### src/hw/rtl/nlle_pkg.sv
package nlle_pkg;

  localparam int NODE_COUNT = 256;
  localparam int AGE_BITS   = 16;
  localparam int IDX_W      = $clog2(NODE_COUNT);
  localparam int CNT_W      = $clog2(NODE_COUNT + 1);
  localparam int ID_W       = 8;
  localparam int TMO_W      = 16;
  localparam int CHG_W      = 9;
  localparam int CMP_W      = (AGE_BITS > TMO_W) ? AGE_BITS : TMO_W;

  localparam logic [TMO_W-1:0]    TMO_RESET = TMO_W'(40);
  localparam logic [AGE_BITS-1:0] AGE_MAX   = {AGE_BITS{1'b1}};
  localparam logic                KIND_PKT  = 1'b0;
  localparam logic                KIND_TICK = 1'b1;

  typedef enum logic [1:0] {
    ST_IDLE,
    ST_SCAN,
    ST_DRAIN,
    ST_DONE
  } scan_state_e;

  typedef struct packed {
    logic [AGE_BITS-1:0] age;
    logic                online;
  } entry_t;

  typedef struct packed {
    logic             set_seen;
    logic [IDX_W-1:0] set_idx;
    logic             rd_en;
    logic [IDX_W-1:0] rd_idx;
    logic             wr_en;
    logic [IDX_W-1:0] wr_idx;
    entry_t           wr_data;
  } tbl_req_t;

  typedef struct packed {
    entry_t rd_data;
    logic   rd_seen;
  } tbl_rsp_t;

  typedef struct packed {
    logic [ID_W-1:0]  leader_id;
    logic             leader_valid;
    logic             leader_announce;
    logic [CHG_W-1:0] online_changes;
  } result_t;

endpackage

### src/hw/rtl/nlle_scan.sv
module nlle_scan (
  input  logic                        clk_i,
  input  logic                        rst_ni,
  input  logic                        in_valid_i,
  input  logic                        in_kind_i,
  input  logic [nlle_pkg::ID_W-1:0]   in_id_i,
  output logic                        in_ready_o,
  input  logic [nlle_pkg::TMO_W-1:0]  timeout_i,
  output nlle_pkg::tbl_req_t          tbl_req_o,
  input  nlle_pkg::tbl_rsp_t          tbl_rsp_i,
  input  logic                        res_free_i,
  output logic                        res_load_o,
  output nlle_pkg::result_t           res_o
);

  nlle_pkg::scan_state_e state_q, state_d;

  logic [nlle_pkg::CNT_W-1:0]    cnt_q;
  logic                          vld_q;
  logic [nlle_pkg::IDX_W-1:0]    idx_q;
  logic                          tick_q;
  logic                          hit_q;
  logic [nlle_pkg::IDX_W-1:0]    pid_q;
  logic [nlle_pkg::CNT_W-1:0]    chg_q;
  logic                          found_q;
  logic [nlle_pkg::IDX_W-1:0]    best_q;
  logic [nlle_pkg::AGE_BITS-1:0] best_age_q;
  logic                          lead_ok_q;
  logic [nlle_pkg::IDX_W-1:0]    leader_q;
  logic                          held_q;

  logic                          accept;
  logic                          in_hit;
  nlle_pkg::entry_t              old_ent;
  logic [nlle_pkg::AGE_BITS-1:0] age_new;
  logic                          on_new;
  logic                          flip;
  logic                          better;
  logic                          held_ok;

  assign accept = in_valid_i && in_ready_o;
  assign in_hit = (in_kind_i == nlle_pkg::KIND_PKT) &&
                  ({1'b0, in_id_i} < (nlle_pkg::ID_W + 1)'(nlle_pkg::NODE_COUNT));

  always_comb begin
    state_d = state_q;
    unique case (state_q)
      nlle_pkg::ST_IDLE: begin
        if (in_valid_i) state_d = nlle_pkg::ST_SCAN;
      end
      nlle_pkg::ST_SCAN: begin
        if (cnt_q == nlle_pkg::CNT_W'(nlle_pkg::NODE_COUNT - 1)) state_d = nlle_pkg::ST_DRAIN;
      end
      nlle_pkg::ST_DRAIN: begin
        state_d = nlle_pkg::ST_DONE;
      end
      nlle_pkg::ST_DONE: begin
        if (res_free_i) state_d = nlle_pkg::ST_IDLE;
      end
      default: state_d = nlle_pkg::ST_IDLE;
    endcase
  end

  always_comb begin
    old_ent = tbl_rsp_i.rd_data;
    if (hit_q && (idx_q == pid_q)) begin
      old_ent.age    = '0;
      old_ent.online = 1'b1;
    end
    if (tick_q && (old_ent.age != nlle_pkg::AGE_MAX)) begin
      age_new = old_ent.age + 1'b1;
    end else begin
      age_new = old_ent.age;
    end
    on_new = nlle_pkg::CMP_W'(age_new) <= nlle_pkg::CMP_W'(timeout_i);
    flip   = tbl_rsp_i.rd_seen && (on_new != old_ent.online);
    better = tbl_rsp_i.rd_seen && on_new && (!found_q || (age_new < best_age_q));
  end

  assign held_ok = held_q && lead_ok_q;

  always_comb begin
    in_ready_o = (state_q == nlle_pkg::ST_IDLE);
    res_load_o = (state_q == nlle_pkg::ST_DONE) && res_free_i;

    tbl_req_o.set_seen     = accept && in_hit;
    tbl_req_o.set_idx      = in_id_i[nlle_pkg::IDX_W-1:0];
    tbl_req_o.rd_en        = (state_q == nlle_pkg::ST_SCAN);
    tbl_req_o.rd_idx       = cnt_q[nlle_pkg::IDX_W-1:0];
    tbl_req_o.wr_en        = vld_q && tbl_rsp_i.rd_seen;
    tbl_req_o.wr_idx       = idx_q;
    tbl_req_o.wr_data.age    = age_new;
    tbl_req_o.wr_data.online = on_new;

    res_o.online_changes = nlle_pkg::CHG_W'(chg_q);
    if (held_ok) begin
      res_o.leader_id       = nlle_pkg::ID_W'(leader_q);
      res_o.leader_valid    = 1'b1;
      res_o.leader_announce = 1'b0;
    end else if (found_q) begin
      res_o.leader_id       = nlle_pkg::ID_W'(best_q);
      res_o.leader_valid    = 1'b1;
      res_o.leader_announce = 1'b1;
    end else begin
      res_o.leader_id       = '0;
      res_o.leader_valid    = 1'b0;
      res_o.leader_announce = 1'b0;
    end
  end

  always_ff @(posedge clk_i or negedge rst_ni) begin
    if (!rst_ni) begin
      state_q  <= nlle_pkg::ST_IDLE;
      cnt_q    <= '0;
      vld_q    <= 1'b0;
      leader_q <= '0;
      held_q   <= 1'b0;
    end else begin
      state_q <= state_d;
      vld_q   <= tbl_req_o.rd_en;
      if (accept) begin
        cnt_q <= '0;
      end else if (state_q == nlle_pkg::ST_SCAN) begin
        cnt_q <= cnt_q + 1'b1;
      end
      if (res_load_o) begin
        held_q <= held_ok || found_q;
        if (!held_ok && found_q) leader_q <= best_q;
      end
    end
  end

  always_ff @(posedge clk_i) begin
    idx_q <= tbl_req_o.rd_idx;
    if (accept) begin
      tick_q    <= (in_kind_i != nlle_pkg::KIND_PKT);
      hit_q     <= in_hit;
      pid_q     <= in_id_i[nlle_pkg::IDX_W-1:0];
      chg_q     <= '0;
      found_q   <= 1'b0;
      lead_ok_q <= 1'b0;
    end else if (vld_q) begin
      if (flip) chg_q <= chg_q + 1'b1;
      if (better) begin
        found_q    <= 1'b1;
        best_q     <= idx_q;
        best_age_q <= age_new;
      end
      if (idx_q == leader_q) lead_ok_q <= tbl_rsp_i.rd_seen && on_new;
    end
  end

`ifndef ASSERT_OFF
  a_idle_no_read: assert property (@(posedge clk_i) disable iff (!rst_ni)
    state_q == nlle_pkg::ST_IDLE |-> !vld_q)
    else $error("read data pending while idle");

  a_read_from_scan: assert property (@(posedge clk_i) disable iff (!rst_ni)
    vld_q |-> $past(state_q) == nlle_pkg::ST_SCAN)
    else $error("read data without a scan read");

  a_chg_bound: assert property (@(posedge clk_i) disable iff (!rst_ni)
    state_q == nlle_pkg::ST_DONE |-> chg_q <= cnt_q)
    else $error("more flips counted than entries scanned");

  a_done_once: assert property (@(posedge clk_i) disable iff (!rst_ni)
    res_load_o |=> state_q == nlle_pkg::ST_IDLE && !vld_q)
    else $error("scan did not return to idle after result");
`endif

endmodule

### config.mk
export PLATFORM = sky130hd
export DESIGN_NAME = nlle_scan
export DESIGN_NICKNAME = d
export VERILOG_FILES = /design/src/hw/rtl/nlle_pkg.sv /design/src/hw/rtl/nlle_scan.sv
export SDC_FILE = /design/constraint.sdc
export NUM_CORES = 1
export LEC_CHECK = 0
export BUFFER_PORTS_ARGS = -buffer_cell sky130_fd_sc_hd__buf_4
export CORE_MARGIN = 8
export CORE_UTILIZATION = 45
export CTS_BUF_LIST = sky130_fd_sc_hd__clkbuf_8
export CTS_CLUSTER_DIAMETER = 40
export DETAILED_ROUTE_END_ITERATION = 10
export HOLD_SLACK_MARGIN = 0.12
export PLACE_DENSITY = 0.69
export SYNTH_ARGS = -nofsm -noshare
export SYNTH_HDL_FRONTEND = slang
export SYNTH_SLANG_ARGS = --single-unit
### constraint.sdc
create_clock -name clk_i -period 10.25 [get_ports clk_i]
set_input_delay 0.5125 -clock clk_i [delete_from_list [all_inputs] [get_ports clk_i]]
set_output_delay 0.5125 -clock clk_i [all_outputs]
set_load 0.03 [all_outputs]
After elaboration in Yosys (flattened, before gate mapping)
Index checks and enable logic that the tools add are counted.
{"block": "totals", "input_bits": 47, "word_cells": 65, "ramBits": 0, "out_inout_bits": 65, "latch_bits": 0, "regBits": 74, "mem_count": 0, "mem_bits_ro": 0}
{"block": "classes", "order_cmp": 2, "eq_ne": 11, "div_mod_pow": 0, "n_shift": 0, "muxes": 10, "n_bitwise": 2, "multipliers": 0, "n_reduce_logical": 23, "add_sub_neg": 3}
{"operator": "$mux W10", "n": 2}
{"operator": "$add A9 B1 Y9 const B", "n": 2}
{"operator": "$mux W9", "n": 2}
{"operator": "$mux W17", "n": 1}
{"operator": "$add A16 B1 Y16 const B", "n": 1}
{"operator": "$eq A8 B8 Y1", "n": 2}
{"operator": "$le A16 B16 Y1", "n": 1}
{"operator": "$lt A16 B16 Y1", "n": 1}
{"operator": "$mux W16", "n": 1}
{"operator": "$ne A16 B16 Y1 const B", "n": 1}
{"operator": "$logic_and A1 B1 Y1", "n": 11}
{"operator": "$eq A9 B8 Y1 const B", "n": 1}
{"operator": "$pmux W2 S4", "n": 1}
{"operator": "$reduce_and A2 Y1", "n": 4}
{"operator": "$mux W2", "n": 3}
{"operator": "$reduce_and A3 Y1", "n": 2}
{"operator": "$eq A2 B2 Y1 const B", "n": 2}
{"operator": "$ne A2 B2 Y1 const B", "n": 2}
{"operator": "$eq A2 B1 Y1 const B", "n": 1}
{"operator": "$logic_not A1 Y1", "n": 2}
{"operator": "$logic_not A2 Y1", "n": 1}
{"operator": "$logic_or A1 B1 Y1", "n": 2}
{"operator": "$ne A2 B1 Y1 const B", "n": 1}
{"operator": "$not A1 Y1", "n": 2}
{"operator": "other kinds (2)", "n": 2}

Depth between registers and ports, before layout
Gate-level depths: netlist of run 1.
{"block": "logic_depth", "word_depth": 10, "mapped_depth": 22, "ltp_nobuf": 20}

Least setup slack after synthesis of run 1
OpenSTA, ideal clock, no wires.
{"block": "synth_path", "path_kind": "register -> register", "startpoint": "register idx_q[6] (netlist bit)", "endpoint": "register best_age_q[0] (netlist bit) (enable)", "synth_period_minus_slack_ns": 5.764, "path_slack_ns": 4.486, "setup_ns": 0.404, "path_buffers": 1, "path_stages_with_launch": 21, "arrival_time_ns": 5.361, "path_cell_list": "dfxtp_1 xnor2_1 nand3_1 nor3_2 clkbuf_1 nor2b_1 ha_1 nand2_1 o2111ai_1 nor2_1 nand2_1 xor2_1 nor2_1 ha_1 a2111oi_0 o21ai_1 o2111ai_1 a22o_2 and2_1 o2111ai_1 a211oi_2"}
{"element": "start, declared", "line": "nlle_scan.sv:20", "text": "logic [nlle_pkg::IDX_W-1:0] idx_q;"}
{"element": "start signal, assigned", "line": "nlle_scan.sv:134", "text": "idx_q <= tbl_req_o.rd_idx;"}
{"element": "end signal, assigned", "line": "nlle_scan.sv:147", "text": "best_age_q <= age_new;"}
{"element": "end, declared", "line": "nlle_scan.sv:27", "text": "logic [nlle_pkg::AGE_BITS-1:0] best_age_q;"}

Worst setup path after layout of run 1
{"block": "layout_path", "startpoint": "register idx_q[5] (netlist bit)", "endpoint": "register best_age_q[7] (netlist bit) (enable)"}
{"block": "layout_via", "elab_chain_cells": 10}
{"element": "$eq A8 B8 Y1 *", "line": "nlle_scan.sv:66", "text": "if (hit_q && (idx_q == pid_q)) begin"}
{"element": "$logic_and A1 B1 Y1 *", "line": "nlle_scan.sv:66"}
{"element": "$mux W17 *", "line": "nlle_scan.sv:66"}
{"element": "parallel branches: the longest is 2 deep, another holds $add A16 B1 Y16"}
{"element": "$mux W16 *", "line": "nlle_scan.sv:70", "text": "if (tick_q && (old_ent.age != nlle_pkg::AGE_MAX)) begin"}
{"element": "$le A16 B16 Y1 or $lt A16 B16 Y1 (tied branches)", "line": "nlle_scan.sv:75, nlle_scan.sv:77"}
{"element": "$logic_and A1 B1 Y1 or $logic_or A1 B1 Y1 (tied branches)", "line": "nlle_scan.sv:77", "text": "better = tbl_rsp_i.rd_seen && on_new && (!found_q || (age_new < best_age_q));"}
{"element": "$logic_and A1 B1 Y1 *", "line": "nlle_scan.sv:77"}
{"element": "$reduce_and A3 Y1 (no source line) *"}
Mark *: on every way between the ends.
A chain may end at the register's enable or synchronous reset.

==> impl_results.md, run 1 <==
* P per Cell Area at 195 mW/mm^2
* Post-CTS Setup Bufs at 0
* CTS tree: done
* Area delta synth->final at 24.3%
* Final hold slack at between 0.3 and 0.4 ns
* Hold depth at 1
* Final instance count without filler cells at around 690
* VDD IR max at 0.132 mV
* Register area share after synthesis at 0.435
* Post-route ant nets at 0
* # clock sinks at 74
* Cells after Synth at 451
* RSZ-0062 raised after global routing: false
* #FFs+latches synth at 74
* Die height at 115 um
* Top cells by count, synth: nand2_1 (46), inv_1 (40), ha_1 (39)
* # diodes at 0
* Global-route usage over all layers at 0.167
* CP Cell Sequence: xnor2_1 > nand3_1 > nor3_2 > buf_4 > nor2b_1 > ha_1 > nand2_1 > o2111ai_1 > nor2_1 > nand2_1 > xor2_1 > nor2_1 > ha_1 > a2111oi_0 > o21ai_1 > o2111ai_1 > a22o_2 > and2_1 > o2111ai_1 > a211oi_4
* CTS Buffer Depth at 2
* Setup Skew at ~0.0092 ns
* Top cell type's share of synthesized area at 0.231
* Layout cell share with drive strength beyond 1 at 0.272
* Post-synth ARST share at 0.284
* Outcome: finished clean
* Cell family with most CP delay: compound AO/OA/AOI/OAI gates
* Number of synthesized flops with an enable pin at 34
* Smallest setup slack after layout at 4.67 ns
* Clock-pin slew on the worst setup and hold paths at approximately 0.080 ns
* Port Buffers at 111
* Clk Latency, worst-skew pair at around 0.34 ns
* Count leader, synth: nand2_1
* Drt first-iter violations at about 210
* YS warnings at 0
* Max_slew headroom at 0.203
* Vias per cell at slightly above 5
* Final Max Tran Viols at 0
* Initial antenna violation count at 0
* Setup TNS at 0 ns
* Vias in the first global route at 3543
* Final min period at 5.58 ns
* Setup-failing EPs final at 0
* Syn Nets at 537
* Crit path required time at 10.20 ns
* First-pass GRT wire length at 17400 um
* I/O Pins at 112
* Pin count of the biggest net entering global routing at 28
* Element type at the critical path end: register
* Post-DP HPWL at a little under 9000 um
* Max H-tree Level at 3
* Detailed-route DRC error count at 0
* Netlist cell types at 53
* Power, Total at 0.00107 W
* Starting Density at 0.457
* GRT overflow at 0
* Crit path kind: reg -> reg
* Routed WL per cell at about 16 um
* Register-to-Register Path Depth at 20
* Leak at 2.51 nW
* Min-Delay Path Class: in -> reg
* Dpl cells at 668
* FP Rows at 36
* Max cap viols at 0
* Die width at 115 um
* Final Net Count at about 630
* Register Area at 0.00193 mm^2
* CTS root buf: clkbuf_8
* Fin. Hold Viols at 0
* WP buf/inv at 1
* Largest cells by area after synthesis: edfxtp_1 (23%), dfrtp_1 (12%), ha_1 (11%)
* Mapped Avg Cell Area at 9.82 um^2
* First-pass DRT Iterations at 4
* Kind of start point of the critical path: register
* Most used cell, CP: o2111ai_1
* Ys flop type: edfxtp_1
* Gpl congestion at 0.875
* CTS buffer count at 9
* Critical Path Max Stage Delay at 1.00 ns
* Core Region at 0.00968 mm^2
* Area of the multi-input gates at roughly 0.0022 mm^2
* WL final at 11100 um
* Vias at 3542
* Largest area contributor in the netlist: edfxtp_1
* Fmax achieved at 179 MHz
* Pre-CTS setup slack at 4.62 ns
* CP arrival at approximately 5.5 ns
* Critical Path Fanout Max at 24
* CP max-delay cell: a211oi_4
* Part of the cycle the worst path needs at 0.544
* FILL cells at 855
* Worst Tran Pin Value at 1.19 ns
* Worst path depth at 20
* Die area at roughly 0.013 mm^2
* Synthesized area at 0.00443 mm^2
[sequential cells by signal (all words and copies together) (netlist names)]
| signal | flops |
|---|---|
| idx_q | 8 |
| found_q | 1 |
| state_q | 2 |
| best_age_q | 16 |
| leader_q | 8 |
| vld_q | 1 |
| cnt_q | 9 |
| tick_q | 1 |
| pid_q | 8 |
| lead_ok_q | 1 |
| best_q | 8 |
| hit_q | 1 |
| chg_q | 9 |
| held_q | 1 |
[worst register-to-register path: stages, from the launching register on]
cell,delay (ns)
dfxtp_1,0.45
xnor2_1,0.15
nand3_1,0.10
nor3_2,0.19
buf_4,0.26
nor2b_1,0.11
ha_1,0.24
nand2_1,0.14
o2111ai_1,0.22
nor2_1,0.23
nand2_1,0.09
xor2_1,0.14
nor2_1,0.33
ha_1,0.33
a2111oi_0,0.33
o21ai_1,0.12
o2111ai_1,0.12
a22o_2,0.21
and2_1,0.21
o2111ai_1,0.19
a211oi_4,1.00
[layout make-up]
cell class / instances / share of cell area
Clock buffer: 9 / 0.0225
Clock inverter: 7 / 0.0182
Inverter: 41 / 0.0280
Multi-Input combinational cell: 308 / 0.396
Sequential cell: 74 / 0.350
Tap cell: 133 / 0.0302
Timing Repair Buffer: 113 / 0.155
[report_power, final]
part | switching (W) | leakage, nW | total [W] | internal [W]
Combinational | 0.000235 | 1.66 | 0.000388 | 0.000153
Sequential | 0.0000584 | 0.740 | 0.000434 | 0.000376
Clock | 0.000113 | 0.116 | 0.000252 | 0.000140
[per-layer routing]
| layer | track usage | vias to the layer above | wire, um |
|---|---|---|---|
| li1 | - | 1751 | - |
| met1 | 0.195 | 1683 | 4630 |
| met2 | 0.287 | 93 | 5610 |
| met3 | 0.0441 | 15 | 686 |
| met4 | 0.0639 | 0 | 176 |
| met5 | 0 | - | 0 |
[placed cells by master (no fill, tap or decap), drive strengths merged, types with 7 or more instances in the layout]
cell type,count
a21o,7
a21oi,19
buf,112
clkbuf,9
dfrtp,21
dfxtp,19
edfxtp,34
ha,39
inv,43
mux2,9
nand2,46
nand2b,7
nand3,15
nand4,18
nor2,33
o21ai,25
xnor2,13
xor2,21
[through the flow]
stage | util | cell area, um^2
finish | 0.568 | 5500
global route | 0.568 | 5500
CTS | 0.568 | 5500
detailed placement | 0.544 | 5270
global placement | 0.544 | 5270
floorplan | - | 4430
[what timing repair did]
action                    4_1_cts  5_1_grt
resized for setup               0        0
hold endpoints to repair       21        0
hold buffers                    1        0
[final timing paths]
kind	startpoint	end	slack, ns
worst min-delay path	in_id_i[2]	pid_q[2]	0.36
min in group asynchronous	rst_ni	leader_q[2]	0.60
worst min register to register	cnt_q[5]	idx_q[5]	0.45
max in group asynchronous	rst_ni	cnt_q[6]	9.41
worst max register to register	idx_q[5]	best_age_q[7]	4.67
worst max-delay path	idx_q[5]	best_age_q[7]	4.67
[cell families after synthesis]
kind of cell             after synthesis  share of synthesized area
AO/OA/AOI/OAI                         71                      0.111
adder cells (fa/ha/maj)               39                      0.110
multiplexers                          14                     0.0342
XOR/XNOR                              34                     0.0673
AND/OR/NAND/NOR                      150                      0.169
flip-flops                            74                      0.435
buffers and inverters                 69                     0.0735
No activity file was read; power rests on OpenSTA's default activity.
==> inputs of run 2 (changes only) <==
- PLACE_DENSITY: 0.69 -> 0.72
- clock period: 10.25 -> 4.8 ns (I/O delays scaled with it)
==> run 2 against run 1 <==
Sequential cell count did not move. Critical path depth did not move. Sequential share of layout area fell by 1.0 points. Largest cell class unchanged. Final area rose by 4.2%. Critical endpoint is now best_age_q[6]. Die area did not move. Fmax rose by 25%. Register-to-register slack got worse by 4.3 ns.
==> impl_results.md, run 2 (synthesized netlist as in run 1, its figures left out) <==
* Cell family with most CP delay: compound AO/OA/AOI/OAI gates
* Fin. Hold Viols at 0 (unchanged)
* Metal2 WL at 5840 um (+4.0%)
* Worst reg2reg setup slack at 0.32 ns (-4.35 ns)
* Max cap viols at 0 (unchanged)
* Global-route usage over all layers at 0.181 (+0.0133)
* Fmax achieved at 223 MHz (+25%)
* Leak at 2.60 nW (+3.6%)
* Max H-tree Level at 3 (unchanged)
* Worst reg2reg path endpoint: best_age_q[6]
* M1 WL at 5050 um (+9.0%)
* Setup-failing EPs final at 0 (unchanged)
* Detailed-route DRC error count at 0 (unchanged)
* WP buf/inv at 1 (unchanged)
* Port Buffers at 111 (unchanged)
* Clk Latency, worst-skew pair at 0.34 ns (about the same)
* CTS tree: done
* I/O Pins at 112 (unchanged)
* Register-to-Register Path Depth at 20 (unchanged)
* Min-Delay Path Class: in -> reg
* Final min period at 4.48 ns (-1.10 ns)
* Critical Path Max Stage Delay at 0.40 ns (-0.60 ns)
* Critical Path Fanout Max at 19 (-21%)
* Most frequent cells in the layout: buf_4 (121), nand2_1 (46), inv_1 (40)
* Die height at 115 um (unchanged)
* Setup Skew at 0.00954 ns (+0.000364 ns)
* Largest regs: best_age_q x16, chg_q x9, cnt_q x9
* Max reg flops at 16 (unchanged)
* Final Cell Area at 0.00574 mm^2 (+4.2%)
* Kind of start point of the critical path: register
* Worst min-delay path startpoint: tbl_rsp_i[0]
* Largest reg by FF count: best_age_q
* Vias at 3648 (+3.0%)
* Area delta synth->final at 29.6%
* Element type at the critical path end: register
* CTS root buf: clkbuf_8
* Highest routed layer: met4
* R2r startpoint: pid_q[0]
* Post-CTS Setup Bufs at 0 (unchanged)
* Final Max Tran Viols at 0 (unchanged)
* # diodes at 0 (unchanged)
* Routed WL per cell at 16.6 um (+2.2%)
* Die area at 0.0133 mm^2 (unchanged)
* Vias in the first global route at 3658 (+3.2%)
* Drt first-iter violations at 195 (-6.3%)
* VDD IR max at 0.306 mV (+130%)
* Crit path required time at 4.84 ns (-5.36 ns)
* Outcome: finished clean
* Most common cell after layout, fill and taps aside: buf_4
* Met3 WL at 643 um (-6.3%)
* Layout cell share with drive strength beyond 1 at 0.324 (+0.0523)
* FP Rows at 36 (unchanged)
* First-pass GRT wire length at 18800 um (+7.8%)
* # clock sinks at 74 (unchanged)
* GRT overflow at 0 (unchanged)
* Gpl congestion at 0.881 (+0.67%)
* WL final at 11700 um (+5.1%)
* Dpl cell area at 0.00543 mm^2 (+3.1%)
* CTS Buffer Depth at 2 (unchanged)
* RSZ-0062 raised after global routing: false
* Final Net Count at 652 (+3.0%)
* FILL cells at 828 (-3.2%)
* P per Cell Area at 390 mW/mm^2 (+100%)
* Die width at 115 um (unchanged)
* CP arrival at 4.52 ns (-1.01 ns)
* Clock-pin slew on the worst setup and hold paths at 0.08 ns (about the same)
* CP Cell Sequence: xnor2_1 > nand3_1 > nor3_4 > nor2b_2 > ha_1 > nand2_1 > o2111ai_2 > nor2_2 > nand2_1 > xor2_1 > nor2_4 > ha_4 > a2111oi_0 > o21ai_1 > o2111ai_1 > a22o_2 > and2_4 > o2111ai_2 > a211oi_4 > buf_8
* Pin count of the biggest net entering global routing at 27 (-3.6%)
* Crit path kind: reg -> reg
* Core Region at 0.00968 mm^2 (unchanged)
* Post-DP HPWL at 9240 um (+5.6%)
* CTS buffer count at 9 (unchanged)
* Final hold slack at 0.183 ns (-0.173 ns)
* Part of the cycle the worst path needs at 0.933 (+0.389)
* Initial antenna violation count at 0 (unchanged)
* Max_slew headroom at 0.627 (+0.424)
* Setup TNS at 0 ns (unchanged)
* Worst Tran Pin Value at 0.559 ns (-0.632 ns)
* Vias per cell at 5.18 (+0.21%)
* Worst Hold End: lead_ok_q
* First-pass DRT Iterations at 5 (+1)
* CP max-delay cell: edfxtp_1
* Post-route ant nets at 0 (unchanged)
* Hold depth at 3 (+2)
* Starting Density at 0.457 (unchanged)
[run 2: cell count changes in the layout (fill, tap and decap cells not counted), moves of 3 or more]
cell / before / now
dfxtp_4: 0 / 5
dfxtp_1: 19 / 11
nor2_2: 0 / 7
dfxtp_2: 0 / 3
buf_4: 112 / 121
dlygate4sd3_1: 1 / 10
nor2_1: 33 / 25
[run 2: worst max-delay path by stage]
stage                  start             to  slack (ns)  cells after the start
floorplan           idx_q[5]  best_age_q[0]       0.002                     20
global placement    pid_q[5]      best_q[4]        0.38                     18
detailed placement  pid_q[0]      best_q[4]        0.23                     20
CTS                 pid_q[6]  best_age_q[6]        0.21                     20
global route        pid_q[6]  best_age_q[7]        0.04                     20
finish              pid_q[0]  best_age_q[6]        0.32                     20
[run 2: worst reg2reg max path, cell delays in order (launching register included)]
cell,delay [ns]
edfxtp_1,0.40
xnor2_1,0.18
nand3_1,0.13
nor3_4,0.30
nor2b_2,0.09
ha_1,0.24
nand2_1,0.15
o2111ai_2,0.21
nor2_2,0.21
nand2_1,0.08
xor2_1,0.16
nor2_4,0.19
ha_4,0.22
a2111oi_0,0.38
o21ai_1,0.12
o2111ai_1,0.12
a22o_2,0.21
and2_4,0.18
o2111ai_2,0.14
a211oi_4,0.24
buf_8,0.23
[run 2: routing by layer]
metal,vias to the layer above,GRT usage
met4,0,0.0569
met5,-,0
met1,1763,0.223
met2,86,0.309
met3,8,0.0362
li1,1791,-
[run 2: final cells by class]
class                   instances  area (um^2)  share of cell area
well taps                     133          166              0.0290
clock inverters                 6         40.0             0.00698
clock buffers                  10          138              0.0240
repair buffers                132         1020               0.178
inverters                      41          154              0.0268
flip-flops and latches         74         1950               0.340
multi-input cells             308         2260               0.395
[run 2: power by group]
| part | internal, W | total [W] | switching (W) |
|---|---|---|---|
| clock | 0.000203 | 0.000440 | 0.000237 |
| sequential | 0.000805 | 0.000929 | 0.000124 |
| combinational | 0.000349 | 0.000869 | 0.000520 |
| total | 0.00136 | 0.00224 | 0.000881 |
[run 2: timing repair]
| action | CTS | global route |
|---|---|---|
| hold buffers | 10 | 0 |
| resized for setup | 0 | 6 |
| hold endpoints to repair | 30 | 0 |
| endpoints found under the setup margin | 0 | 20 |
[run 2: metrics by stage]
stage                     std cells  worst slack [ns]  utilization  total power [W]
after global routing            704            0.0362        0.592          0.00237
after global placement          678             0.384        0.561          0.00177
final                           704             0.322        0.592          0.00224
after floorplan                 451           0.00187            -          0.00150
after CTS                       704             0.206        0.590          0.00225
after detailed placement        678             0.233        0.561          0.00180
==> inputs of run 3 (changes only) <==
- CORE_UTILIZATION: 45 -> 35
- PLACE_DENSITY: 0.72 -> default
- clock period: 4.8 -> 4.97 ns (I/O delays scaled with it)
==> run 3 against run 2 <==
Sequential power down 3.7%. Global-route usage down 3.2 points. Clock power up 25%. Worst setup slack better by 0.068 ns. Power up 2.6%. Sequential share of layout area down 0.85 points. Final cell count up 6.1%. Die area up 24%. Highest routed layer unchanged.
==> impl_results.md, run 3 (synthesized netlist as in run 1, its figures left out) <==
* Max cap viols at 0 (unchanged)
* Starting Density at 0.355 (-0.102)
* Detailed-route DRC error count at 0 (unchanged)
* First-pass DRT Iterations at 5 (unchanged)
* RSZ-0062 raised after global routing: false
* VDD IR max at 0.309 mV (+1.0%)
* Port Buffers at 111 (unchanged)
* CP arrival at 4.64 ns (+0.12 ns)
* Drt first-iter violations at 158 (-19%)
* Initial antenna violation count at 0 (unchanged)
* Leak at 2.65 nW (+1.7%)
* Routed WL per cell at 16.3 um (-1.4%)
* Setup-failing EPs final at 0 (unchanged)
* GRT overflow at 0 (unchanged)
* Element type at the critical path end: register
* CTS Buffer Depth at 2 (unchanged)
* CTS tree: done
* WL final at 12200 um (+4.6%)
* Part of the cycle the worst path needs at 0.921 (-0.0115)
* Kind of start point of the critical path: register
* Clk Latency, worst-skew pair at 0.35 ns (about the same)
* Clock-pin slew on the worst setup and hold paths at 0.09 ns (about the same)
* Most frequent cells in the layout: buf_4 (124), nand2_1 (46), inv_1 (40)
* Critical Path Fanout Max at 17 (-2)
* Die area at 0.0165 mm^2 (+24%)
* Power, Total at 0.00230 W (+2.6%)
* P per Cell Area at 393 mW/mm^2 (+0.71%)
* Core Region at 0.0125 mm^2 (+29%)
* Max reg flops at 16 (unchanged)
* Global-route usage over all layers at 0.148 (-0.0322)
* Pin count of the biggest net entering global routing at 27 (unchanged)
* Die height at 128 um (+12%)
* Vias in the first global route at 3718 (+1.6%)
* Max_slew headroom at 0.655 (+0.0280)
* Max H-tree Level at 3 (unchanged)
* Final min period at 4.58 ns (+0.102 ns)
* I/O Pins at 112 (unchanged)
* Die width at 128 um (+12%)
* Worst min-delay path startpoint: tbl_rsp_i[0]
* Worst Tran Pin Value at 0.517 ns (-0.0420 ns)
* # clock sinks at 74 (unchanged)
* Vias per cell at 4.88 (-5.9%)
* Crit path required time at 5.03 ns (+0.19 ns)
* FP Rows at 41 (+14%)
* Largest regs: best_age_q x16, chg_q x9, cnt_q x9
* Outcome: finished clean
* Worst reg2reg setup slack at 0.39 ns (+0.07 ns)
* Smallest setup slack after layout at 0.390 ns (+0.0684 ns)
* Setup Skew at 0.0108 ns (+0.00127 ns)
* Area delta synth->final at 32.1%
* Post-route ant nets at 0 (unchanged)
* Vias at 3643 (-0.14%)
* CTS root buf: clkbuf_8
* Final Net Count at 656 (+0.61%)
* Largest reg by FF count: best_age_q
* R2r startpoint: pid_q[1]
* Fmax achieved at 218 MHz (-2.2%)
* Crit path from: pid_q[1]
* First-pass GRT wire length at 19400 um (+3.2%)
* # diodes at 0 (unchanged)
* Layout cell share with drive strength beyond 1 at 0.322 (-0.00225)
* Fin. Hold Viols at 0 (unchanged)
* Final Max Tran Viols at 0 (unchanged)
* Most common cell after layout, fill and taps aside: buf_4
* Crit path kind: reg -> reg
* Post-DP HPWL at 9690 um (+4.9%)
* Gpl congestion at 0.874 (-0.82%)
* Pre-CTS setup slack at 0.205 ns (-0.0274 ns)
* Setup TNS at 0 ns (unchanged)
* Min-Delay Path Class: in -> reg
* CTS buffer count at 9 (unchanged)
[run 3: report_power, final]
part	internal, W	leakage [nW]	total [W]	switching, W
sequential	0.000776	0.743	0.000895	0.000119
clock	0.000303	0.118	0.000551	0.000248
combinational	0.000342	1.79	0.000851	0.000508
total	0.00142	2.65	0.00230	0.000875
[run 3: per-stage QoR]
step	cells	util	hold WS (ns)	cell area [um^2]
final	747	0.469	0.180	5850
after global routing	747	0.469	0.168	5850
after CTS	745	0.464	0.165	5780
after detailed placement	719	0.437	0.168	5450
after global placement	719	0.437	0.160	5450
after floorplan	451	-	-0.0471	4480
[run 3: final timing paths]
kind	endpoint	depth (start not counted)
max	best_age_q[4]	19
min	lead_ok_q	3
max reg2reg	best_age_q[4]	19
min reg2reg	lead_ok_q	2
max in group asynchronous	state_q[0]	2
min in group asynchronous	cnt_q[7]	2
[run 3: repair_timing]
item                                    4_1_cts  5_1_grt
endpoints found under the setup margin        0       29
hold buffers                                 10        0
gates resized for setup                       0       11
hold endpoints to repair                     30        0
setup buffers                                 0        2
[run 3: layout make-up]
cell class,count,area (um^2)
clock buffer,10,138
clock inverter,6,95.1
fill,1182,6620
inverter,41,154
multi-input combinational,308,2240
sequential,74,1940
tap,172,215
timing repair buffer,136,1060
[run 3: worst max-delay path: stages (launching register included)]
cell	delay [ns]
edfxtp_1	0.39
xnor2_1	0.19
nand4_1	0.17
nor3_4	0.34
nor2b_1	0.12
ha_1	0.24
nand2_1	0.15
or3_4	0.18
o21a_4	0.16
nand4_1	0.12
xor2_1	0.17
nor2_2	0.22
ha_1	0.29
o21ai_0	0.24
a221oi_2	0.13
o211ai_2	0.26
and2_4	0.21
o2111ai_1	0.16
a211oi_4	0.33
buf_12	0.20
[run 3: metal layers]
layer / vias up / routed length, um / part of all wire / global-route usage
met5: - / 0 / 0 / 0
met4: 0 / 153 / 0.013 / 0.0343
li1: 1803 / - / - / -
met2: 88 / 6100 / 0.50 / 0.255
met1: 1741 / 5390 / 0.44 / 0.182
met3: 11 / 564 / 0.046 / 0.0376
